`config.mk`:
```
export PLATFORM = sky130hd
export DESIGN_NAME = key_matrix_scan_debounce_unit
export DESIGN_NICKNAME = d
export VERILOG_FILES = /design/src/hdl/kmsd_pkg.sv /design/src/hdl/key_matrix_scan_debounce_unit.sv /design/src/hdl/kmsd_countdown.sv /design/src/hdl/kmsd_image.sv
export SDC_FILE = /design/constraint.sdc
export NUM_CORES = 1
export LEC_CHECK = 0
export ABC_CLOCK_PERIOD_IN_PS = 15900
export BUFFER_PORTS_ARGS = -buffer_cell sky130_fd_sc_hd__buf_2
export CORE_MARGIN = 2
export CORE_UTILIZATION = 44
export DETAILED_ROUTE_END_ITERATION = 16
export GPL_ROUTABILITY_DRIVEN = 0
export SETUP_SLACK_MARGIN = 0.3
export SYNTH_ARGS = -nofsm -noshare
export SYNTH_HDL_FRONTEND = slang
export SYNTH_HIERARCHICAL = 1
export SYNTH_SLANG_ARGS = --single-unit
```
`constraint.sdc`:
```
create_clock -name clk -period 15.9 [get_ports clk]
set_clock_uncertainty 0.1 [all_clocks]
set_input_delay 1.59 -clock clk [delete_from_list [all_inputs] [get_ports clk]]
set_output_delay 1.59 -clock clk [all_outputs]
set_load 0.01 [all_outputs]
```
`src/hdl/kmsd_pkg.sv`:
```
// Shared types, constants and helpers for the key matrix scan debounce unit.
// No dependencies.
package kmsd_pkg;

  localparam int ColIdxW   = 4;
  localparam int RowBitsW  = 5;
  localparam int CountW    = 7;
  localparam int ScansW    = 8;
  localparam logic [ScansW-1:0] DebounceReset = 8'd5;

  // status from the image store toward the countdown
  typedef struct packed {
    logic changed;
  } img_stat_t;

  // status from the countdown toward the image store and result
  typedef struct packed {
    logic              commit;
    logic              settled;
    logic [ScansW-1:0] countdown;
  } cd_stat_t;

  // number of set bits in one column
  function automatic logic [2:0] col_pop(input logic [RowBitsW-1:0] v);
    logic [2:0] n;
    n = '0;
    for (int i = 0; i < RowBitsW; i++) begin
      n = n + 3'(v[i]);
    end
    return n;
  endfunction

endpackage

```
`src/hdl/key_matrix_scan_debounce_unit.sv`:
```
// Top level of the key matrix scan debounce unit: request and result registers.
// Depends on kmsd_pkg, kmsd_image, kmsd_countdown.
//
// Usage:
//   Input channel (in_valid/in_ready) carries one column sample per request:
//   column_index, row_bits and scan_end. Each request gives exactly one result
//   on the output channel (out_valid/out_ready).
//   Config channel (cfg_valid/cfg_ready, cfg_data) sets the debounce length in
//   full scans; cfg_ready is always high. Write it only while no request is
//   in flight.
//   Path: a request lands in an input register; the image/countdown update
//   runs from there into the result register, which drives the outputs.
//   Throughput: 1 request per cycle while the receiver does not stall.
//   When the receiver stalls, the result register holds and the input
//   register still takes one more request, so in_ready falls only once both
//   are full.
//   Reset (rst, synchronous): images cleared, debounce length and countdown
//   set to 5, both registers empty.
module key_matrix_scan_debounce_unit #(
  parameter int ROWS = 5,
  parameter int COLS = 14
) (
  input  logic                             clk,
  input  logic                             rst,
  input  logic                             in_valid,
  output logic                             in_ready,
  input  logic [kmsd_pkg::ColIdxW-1:0]     column_index,
  input  logic [kmsd_pkg::RowBitsW-1:0]    row_bits,
  input  logic                             scan_end,
  output logic                             out_valid,
  input  logic                             out_ready,
  output logic [kmsd_pkg::RowBitsW-1:0]    stable_column,
  output logic                             bit_changed,
  output logic                             settled,
  output logic                             committed,
  output logic [kmsd_pkg::CountW-1:0]      pressed_count,
  output logic [kmsd_pkg::ScansW-1:0]      countdown_now,
  input  logic                             cfg_valid,
  output logic                             cfg_ready,
  input  logic [kmsd_pkg::ScansW-1:0]      cfg_data
);

  logic                           req_valid;
  logic [kmsd_pkg::ColIdxW-1:0]   req_col;
  logic [kmsd_pkg::RowBitsW-1:0]  req_rows;
  logic                           req_end;
  logic                           step;
  kmsd_pkg::img_stat_t            img_stat;
  kmsd_pkg::cd_stat_t             cd_stat;
  logic [kmsd_pkg::RowBitsW-1:0]  stable_col;
  logic [kmsd_pkg::CountW-1:0]    pressed;

  assign step      = req_valid && (!out_valid || out_ready);
  assign in_ready  = !req_valid || step;
  assign cfg_ready = 1'b1;

  kmsd_image #(.ROWS(ROWS), .COLS(COLS)) u_image (
    .clk          (clk),
    .rst          (rst),
    .step         (step),
    .column_index (req_col),
    .row_bits     (req_rows),
    .cd_stat      (cd_stat),
    .img_stat     (img_stat),
    .stable_col   (stable_col),
    .pressed      (pressed)
  );

  kmsd_countdown u_countdown (
    .clk      (clk),
    .rst      (rst),
    .cfg_we   (cfg_valid),
    .cfg_data (cfg_data),
    .step     (step),
    .scan_end (req_end),
    .img_stat (img_stat),
    .cd_stat  (cd_stat)
  );

  always_ff @(posedge clk) begin
    if (rst) begin
      req_valid <= 1'b0;
      out_valid <= 1'b0;
    end else begin
      if (in_valid && in_ready) begin
        req_valid <= 1'b1;
      end else if (step) begin
        req_valid <= 1'b0;
      end
      if (step) begin
        out_valid <= 1'b1;
      end else if (out_ready) begin
        out_valid <= 1'b0;
      end
    end
  end

  always_ff @(posedge clk) begin
    if (in_valid && in_ready) begin
      req_col  <= column_index;
      req_rows <= row_bits;
      req_end  <= scan_end;
    end
    if (step) begin
      stable_column <= stable_col;
      bit_changed   <= img_stat.changed;
      settled       <= cd_stat.settled;
      committed     <= cd_stat.commit;
      pressed_count <= pressed;
      countdown_now <= cd_stat.countdown;
    end
  end

endmodule

```
`src/hdl/kmsd_countdown.sv`:
```
// Debounce length register and shared countdown.
// Depends on kmsd_pkg.
module kmsd_countdown (
  input  logic                           clk,
  input  logic                           rst,
  input  logic                           cfg_we,
  input  logic [kmsd_pkg::ScansW-1:0]    cfg_data,
  input  logic                           step,
  input  logic                           scan_end,
  input  kmsd_pkg::img_stat_t            img_stat,
  output kmsd_pkg::cd_stat_t             cd_stat
);

  logic [kmsd_pkg::ScansW-1:0] debounce_scans;
  logic [kmsd_pkg::ScansW-1:0] countdown;
  logic [kmsd_pkg::ScansW-1:0] countdown_mid;
  logic [kmsd_pkg::ScansW-1:0] countdown_next;
  logic                        dec;

  always_comb begin
    countdown_mid  = img_stat.changed ? debounce_scans : countdown;
    // a reload on the last column is decremented in the same request
    dec            = scan_end && (countdown_mid != '0);
    countdown_next = dec ? countdown_mid - 1'b1 : countdown_mid;
    cd_stat.commit    = dec && (countdown_next == '0);
    cd_stat.settled   = (countdown_next == '0);
    cd_stat.countdown = countdown_next;
  end

  always_ff @(posedge clk) begin
    if (rst) begin
      debounce_scans <= kmsd_pkg::DebounceReset;
      countdown      <= kmsd_pkg::DebounceReset;
    end else begin
      if (cfg_we) begin
        debounce_scans <= cfg_data;
      end
      if (step) begin
        countdown <= countdown_next;
      end
    end
  end

endmodule

```
`src/hdl/kmsd_image.sv`:
```
// Raw and stable key images with running pressed-key counts.
// Depends on kmsd_pkg.
module kmsd_image #(
  parameter int ROWS = 5,
  parameter int COLS = 14
) (
  input  logic                            clk,
  input  logic                            rst,
  input  logic                            step,
  input  logic [kmsd_pkg::ColIdxW-1:0]    column_index,
  input  logic [kmsd_pkg::RowBitsW-1:0]   row_bits,
  input  kmsd_pkg::cd_stat_t              cd_stat,
  output kmsd_pkg::img_stat_t             img_stat,
  output logic [kmsd_pkg::RowBitsW-1:0]   stable_col,
  output logic [kmsd_pkg::CountW-1:0]     pressed
);

  // row bits above the input width can never be set
  localparam int SW = (ROWS < kmsd_pkg::RowBitsW) ? ROWS : kmsd_pkg::RowBitsW;
  localparam int CW = (COLS > 1) ? $clog2(COLS) : 1;
  localparam logic [kmsd_pkg::RowBitsW-1:0] RowMask =
    kmsd_pkg::RowBitsW'((64'd1 << SW) - 64'd1);

  logic [SW-1:0] raw_image    [COLS];
  logic [SW-1:0] stable_image [COLS];
  logic [kmsd_pkg::CountW-1:0] raw_count;
  logic [kmsd_pkg::CountW-1:0] raw_count_next;
  logic [kmsd_pkg::CountW-1:0] stable_count;

  logic                          in_range;
  logic [CW-1:0]                 idx;
  logic [SW-1:0]                 rows;
  logic [kmsd_pkg::RowBitsW-1:0] raw_old;
  logic [kmsd_pkg::RowBitsW-1:0] rows_ext;
  logic [kmsd_pkg::RowBitsW-1:0] stable_old;
  logic                          write_raw;

  always_comb begin
    in_range   = ({1'b0, column_index} < (kmsd_pkg::ColIdxW+1)'(COLS));
    idx        = CW'(column_index);
    rows       = SW'(row_bits & RowMask);
    rows_ext   = kmsd_pkg::RowBitsW'(rows);
    raw_old    = kmsd_pkg::RowBitsW'(raw_image[idx]);
    stable_old = kmsd_pkg::RowBitsW'(stable_image[idx]);
    write_raw  = in_range && (raw_old != rows_ext);
    img_stat.changed = write_raw;
    raw_count_next = write_raw
      ? raw_count + kmsd_pkg::CountW'(kmsd_pkg::col_pop(rows_ext))
                  - kmsd_pkg::CountW'(kmsd_pkg::col_pop(raw_old))
      : raw_count;
    // after a commit the column reads the freshly written raw value
    if (!in_range) begin
      stable_col = '0;
    end else if (cd_stat.commit) begin
      stable_col = write_raw ? rows_ext : raw_old;
    end else begin
      stable_col = stable_old;
    end
    pressed = cd_stat.commit ? raw_count_next : stable_count;
  end

  always_ff @(posedge clk) begin
    if (rst) begin
      raw_count    <= '0;
      stable_count <= '0;
      for (int c = 0; c < COLS; c++) begin
        raw_image[c]    <= '0;
        stable_image[c] <= '0;
      end
    end else if (step) begin
      raw_count <= raw_count_next;
      if (write_raw) begin
        raw_image[idx] <= rows;
      end
      if (cd_stat.commit) begin
        stable_count <= raw_count_next;
        for (int c = 0; c < COLS; c++) begin
          stable_image[c] <= (write_raw && (CW'(c) == idx)) ? rows : raw_image[c];
        end
      end
    end
  end

endmodule

```
; Yosys cells after proc, flatten, opt, wreduce, memory -nomap -nowiden
; Memories as Yosys holds them, arrays and structs flattened. A register that Yosys moved wholly into a read port is not among the register bits.
; Index checks and enable logic that the tools add are counted.
[totals]
ff_bits = 65
elab_cells = 139
ram_bits = 140
mem_count = 2
[op_classes]
n_reduce_logical = 29
n_lt_le_gt_ge = 1
n_addsub = 11
n_eq_ne = 14
n_mux = 53
bitwise_logic = 14
[mem_list]
columns = name, words, width, read_ports, rd_clocked_by_memory_dff, wr, line_no
row1 = u_image.raw_image, 14, 5, 15, 1, 14, kmsd_image.sv:24  ; logic [SW-1:0] raw_image [COLS];
row2 = u_image.stable_image, 14, 5, 1, 1, 14, kmsd_image.sv:25  ; logic [SW-1:0] stable_image [COLS];
[ops]
columns = operator, count
row1 = two-way mux 5 bit, 31
row2 = == test 4 bit (first input constant), 6
row3 = logical AND 1 bit, 19
row4 = adder 3 x 1 -> 3 bit, 6
row5 = == test 3 x 4 -> 1 bit (first input constant), 4
row6 = two-way mux 8 bit, 2
row7 = two-way mux 1 bit, 15
row8 = two-way mux 7 bit, 2
row9 = bitwise OR 1 bit, 14
row10 = two-way mux 4 bit, 3
row11 = == test 2 x 4 -> 1 bit (first input constant), 2
row12 = logical NOT 8 bit, 1
row13 = nonzero test 8 bit, 1
row14 = subtractor 8 x 1 -> 8 bit (second input constant), 1
row15 = adder 7 x 3 -> 7 bit, 1
row16 = subtractor 7 x 3 -> 7 bit, 1
row17 = inequality test 5 bit, 1
row18 = OR reduction 5 bit, 1
row19 = adder 1 x 1 -> 2 bit, 2
row20 = == test 1 x 4 -> 1 bit (first input constant), 1
row21 = logical NOT 4 bit, 1
row22 = < comparator 4 bit (second input constant), 1
row23 = nonzero test 2 bit, 2
row24 = logical NOT 1 bit, 2
row25 = logical OR 1 bit, 2

; Logic depth before layout (Yosys ltp)
[logic_depth]
ltp_word = 13
ltp_mapped = 25
depth_no_buf = 18

; Hierarchy
; The synthesis kept the hierarchy.
[modules_own_cells]
columns = mod, instances, cells_per_inst, area_per_inst_um2, seq_area_each_um2
row1 = kmsd_image, 1, 795, 9162.5, 4784.6
row2 = kmsd_countdown, 1, 138, 1258.7, 320.3
row3 = key_matrix_scan_debounce_unit, 1, 45, 1106.1, 1031.0

; Worst setup path before layout
; Ideal clock, no wire load.
[synth_path]
path_kind = register -> register
start = reg req_col[3] in the netlist's numbering
end = mem u_image/stable_image[0][0] in the netlist's numbering, enable pin
n_path_buf = 7
path_stages_with_launch = 23
synth_period_minus_slack_ns = 6.649
setup_ns = 0.424
t_arrival_ns = 6.126
path_slack_ns = 9.251
path_cell_list = edfxtp_1 clkbuf_1 buf_2 buf_2 mux4_2 mux2i_1 xnor2_1 nand3_1 a211oi_4 buf_2 nor2_1 buf_6 buf_4 mux2i_1 ha_1 nor4b_2 or2_1 buf_4 nor4_4 o32ai_2 nor4_2 a21oi_1 inv_1
[synth_rtl]
columns = element, line_no
row1 = "start, declared", key_matrix_scan_debounce_unit.sv:44  ; logic [kmsd_pkg::ColIdxW-1:0] req_col;
row2 = "start signal, assigned", key_matrix_scan_debounce_unit.sv:100  ; req_col <= column_index;
row3 = "end, declared", kmsd_image.sv:25

==> qor.txt <==
Antenna violations before repair - 0
Syn. warnings - 6
Initial Utilization - 0.445
Core area - 25,900 µm²
Critical Path Max Stage Delay - 0.92 ns
Yosys cell types - 80
Critical path capture point type - register
Dpl ws - 8.02 ns
Final Non-Filler Cells - 1,366
Fillers - 2,312
Port Buffer Count - 47
Startpoint types - register
Multi-input gate area - 5020 µm²
Syn Area/Cell - 11.8 µm²
VDD IR max - 64.4 µV
Number of flops mapped to enable cells by yosys - 183
Most used cell, CP - buf_4
Clk Latency, worst-skew pair - 0.53 ns
Avg Vias per Cell - 5.90
Share of layout cells above drive strength 1 - 0.176
Grt ovf - 0
Area delta synth->final - 11.2%
Die area - 27,500 µm²
Pin count of the biggest net entering global routing - 71
Cts hold-fix bufs - 0
I/O Pins - 49
Reg2reg path depth - 22
Placed insts - 1,320
DRT iter0 DRCs - 1,106
Register area share after synthesis - 0.532
Critical path class - reg -> reg
Crit-path cells - buf_4 > mux4_2 > mux2i_1 > xnor2_1 > o2111ai_1 > a211oi_4 > buf_4 > nor2_2 > buf_4 > mux2i_1 > ha_1 > nor4b_2 > or2_1 > a211oi_2 > xnor2_1 > nor4_4 > buf_4 > inv_1 > nor3_2 > buf_4 > nand2_1 > o21ai_0
FFs w/ async S/R, synth - 0
Fin Hold WS - 0.374 ns
Std cell rows - 59
Post-Synthesis Cells - 978
DRC errors left - 0
Reg2Reg Setup Slack - 7.93 ns
Hold Startpoint - u_image/stable_count[2]
Max frequency - 126 MHz
RSZ-0062 raised after global routing - false
Leakage - 4.77 nW
Period utilisation layout - 0.501
Seq cells post-synth - 215
Final hold vios - 0
Synthesized area - 11,500 µm²
Power Density - 121 nW/µm²
Slowest cell on crit path - o2111ai_1
Via count - 8,055
Clock sink count - 215
Post-CTS Setup Bufs - 0
Clk buf depth - 3
Minimum clock period - 7.97 ns
Crit Path Max Fanout - 63
Reg-to-reg endpoint - u_image/stable_image[8][4]
Worst r2r src - req_col[1]
Die Wd - 166 µm
Total power - 1.55 mW
Final Max Slew Viols - 0
Final Setup Violations - 0
Root buf cell - clkbuf_16
DRT Pass-1 Iters - 5
Final antenna-violating net count - 0
Worst Path Arrival - 8.22 ns
Vias in the first global route - 7,722
Worst Hold End - u_image/stable_count[2]
Worst hold stages - 1
Crit path required time - 16.16 ns
CTS tree - yes
TNS Setup - 0 ns
Storage cell area - 6140 µm²
Cts bufs inserted - 25
Number of max-cap violations - 0
Setup WS post-layout - 7.93 ns
Worst Tran Pin Value - 1.14 ns
Layout net count - 1,053
Clock-pin slew on the worst setup and hold paths - 0.06 ns
Routed wire per std cell - 23.5 µm
First-pass GRT wire length - 48,500 µm
Cts repair resizes - 0
Hold Crit Class - reg -> reg
Status - complete, no violations
Ys flop type - edfxtp_1
All-layer global routing usage - 0.231
H-tree levels - 1
Die H - 166 µm
Relative slew slack - 0.240
Final WL - 32,100 µm
Post-DP HPWL - 22,500 µm
[through the flow]
step,instance area (µm²),util
3_5_place_dp,12000,0.465
4_1_cts,12800,0.495
3_3_place_gp,12000,0.465
2_1_floorplan,11600,-
6_report,12800,0.495
5_1_grt,12800,0.495
[state kept, by name (all words and copies together), names as in the netlist, 4 cells and up]
signal                      flops
u_countdown/debounce_scans      8
countdown_now                   8
u_image/raw_image              80
u_image/raw_count               7
u_image/stable_count            7
u_countdown/countdown           8
pressed_count                   7
stable_column                   5
req_col                         4
u_image/stable_image           70
req_rows                        5
[worst max path at each step]
stage,start,cells past startpoint,to
5_1_grt,req_col[1],22,u_image/stable_image[8][4]
6_report,req_col[1],22,u_image/stable_image[8][4]
4_1_cts,req_col[1],22,u_image/stable_image[8][4]
2_1_floorplan,req_col[3],22,u_image/stable_image[0][0]
3_5_place_dp,req_col[1],22,u_image/stable_image[8][4]
3_3_place_gp,req_col[1],22,u_image/stable_image[8][3]
[report_power, final]
group          switching (mW)  internal (mW)  leakage [nW]
Sequential             0.0294          0.645          2.11
Clock                   0.234          0.320         0.390
Combinational           0.196          0.125          2.28
Total                   0.460           1.09          4.77
[worst max-delay path, delay by kind of cell (launching register included)]
| kind | cells | cell delay [ns] |
|---|---|---|
| AOI/OAI and AO/OA | 4 | 1.35 |
| xor gates and xnor gates | 2 | 0.36 |
| adders and majority gates | 1 | 0.24 |
| buffers and inverters | 6 | 2.21 |
| DFF | 1 | 0.32 |
| muxes | 3 | 1.42 |
| and+or+nand+nor | 6 | 1.71 |
[synthesized netlist by cell type (22+ instances only)]
library cell | count | area [µm²]
mux2i_1 | 89 | 891
edfxtp_1 | 183 | 5500
nor2_1 | 110 | 413
dfxtp_1 | 32 | 641
a21oi_1 | 24 | 120
inv_1 | 34 | 128
nand2_1 | 85 | 319
o21ai_0 | 49 | 245
nor2b_1 | 22 | 138
mux4_2 | 34 | 766
nand3_1 | 40 | 200
clkbuf_1 | 41 | 154
[routing by layer]
layer  wire (µm)  GRT usage  up-vias
li1            -          -     3683
met1       13500      0.339     3866
met2       14000      0.342      436
met3        3380     0.0424       70
met4        1220     0.0854        0
met5           0          0        -
[cell families after synthesis]
kind of cell             after synthesis  share of synthesized area
adder cells (fa/ha/maj)               18                     0.0241
AND/OR/NAND/NOR                      346                      0.154
AO/OA/AOI/OAI                        154                     0.0902
XOR/XNOR                              13                    0.00988
multiplexers                         131                      0.152
flip-flops                           215                      0.532
buffers and inverters                 99                     0.0369
other                                  2                   0.000651
[layout by cell type, fill, tap and decap left out, types with 25 or more instances in the layout]
cell       synthesis  layout
edfxtp_1         183     183
nor2_1           110     109
mux2i_1           89      89
nand2_1           85      85
o21ai_0           49      49
buf_2              7      47
nand3_1           40      40
mux4_2            34      34
inv_1             34      33
dfxtp_1           32      32
clkbuf_16          0      25
[final cells by class]
type                    count  area share
multi-input cells         673       0.391
flip-flops and latches    215       0.478
clock inverters            16      0.0104
well taps                 335      0.0327
clock buffers              29      0.0500
repair buffers             61      0.0265
inverters                  36      0.0105
diodes                      1    0.000195
Note: power is estimated with default switching activity, not from simulation.
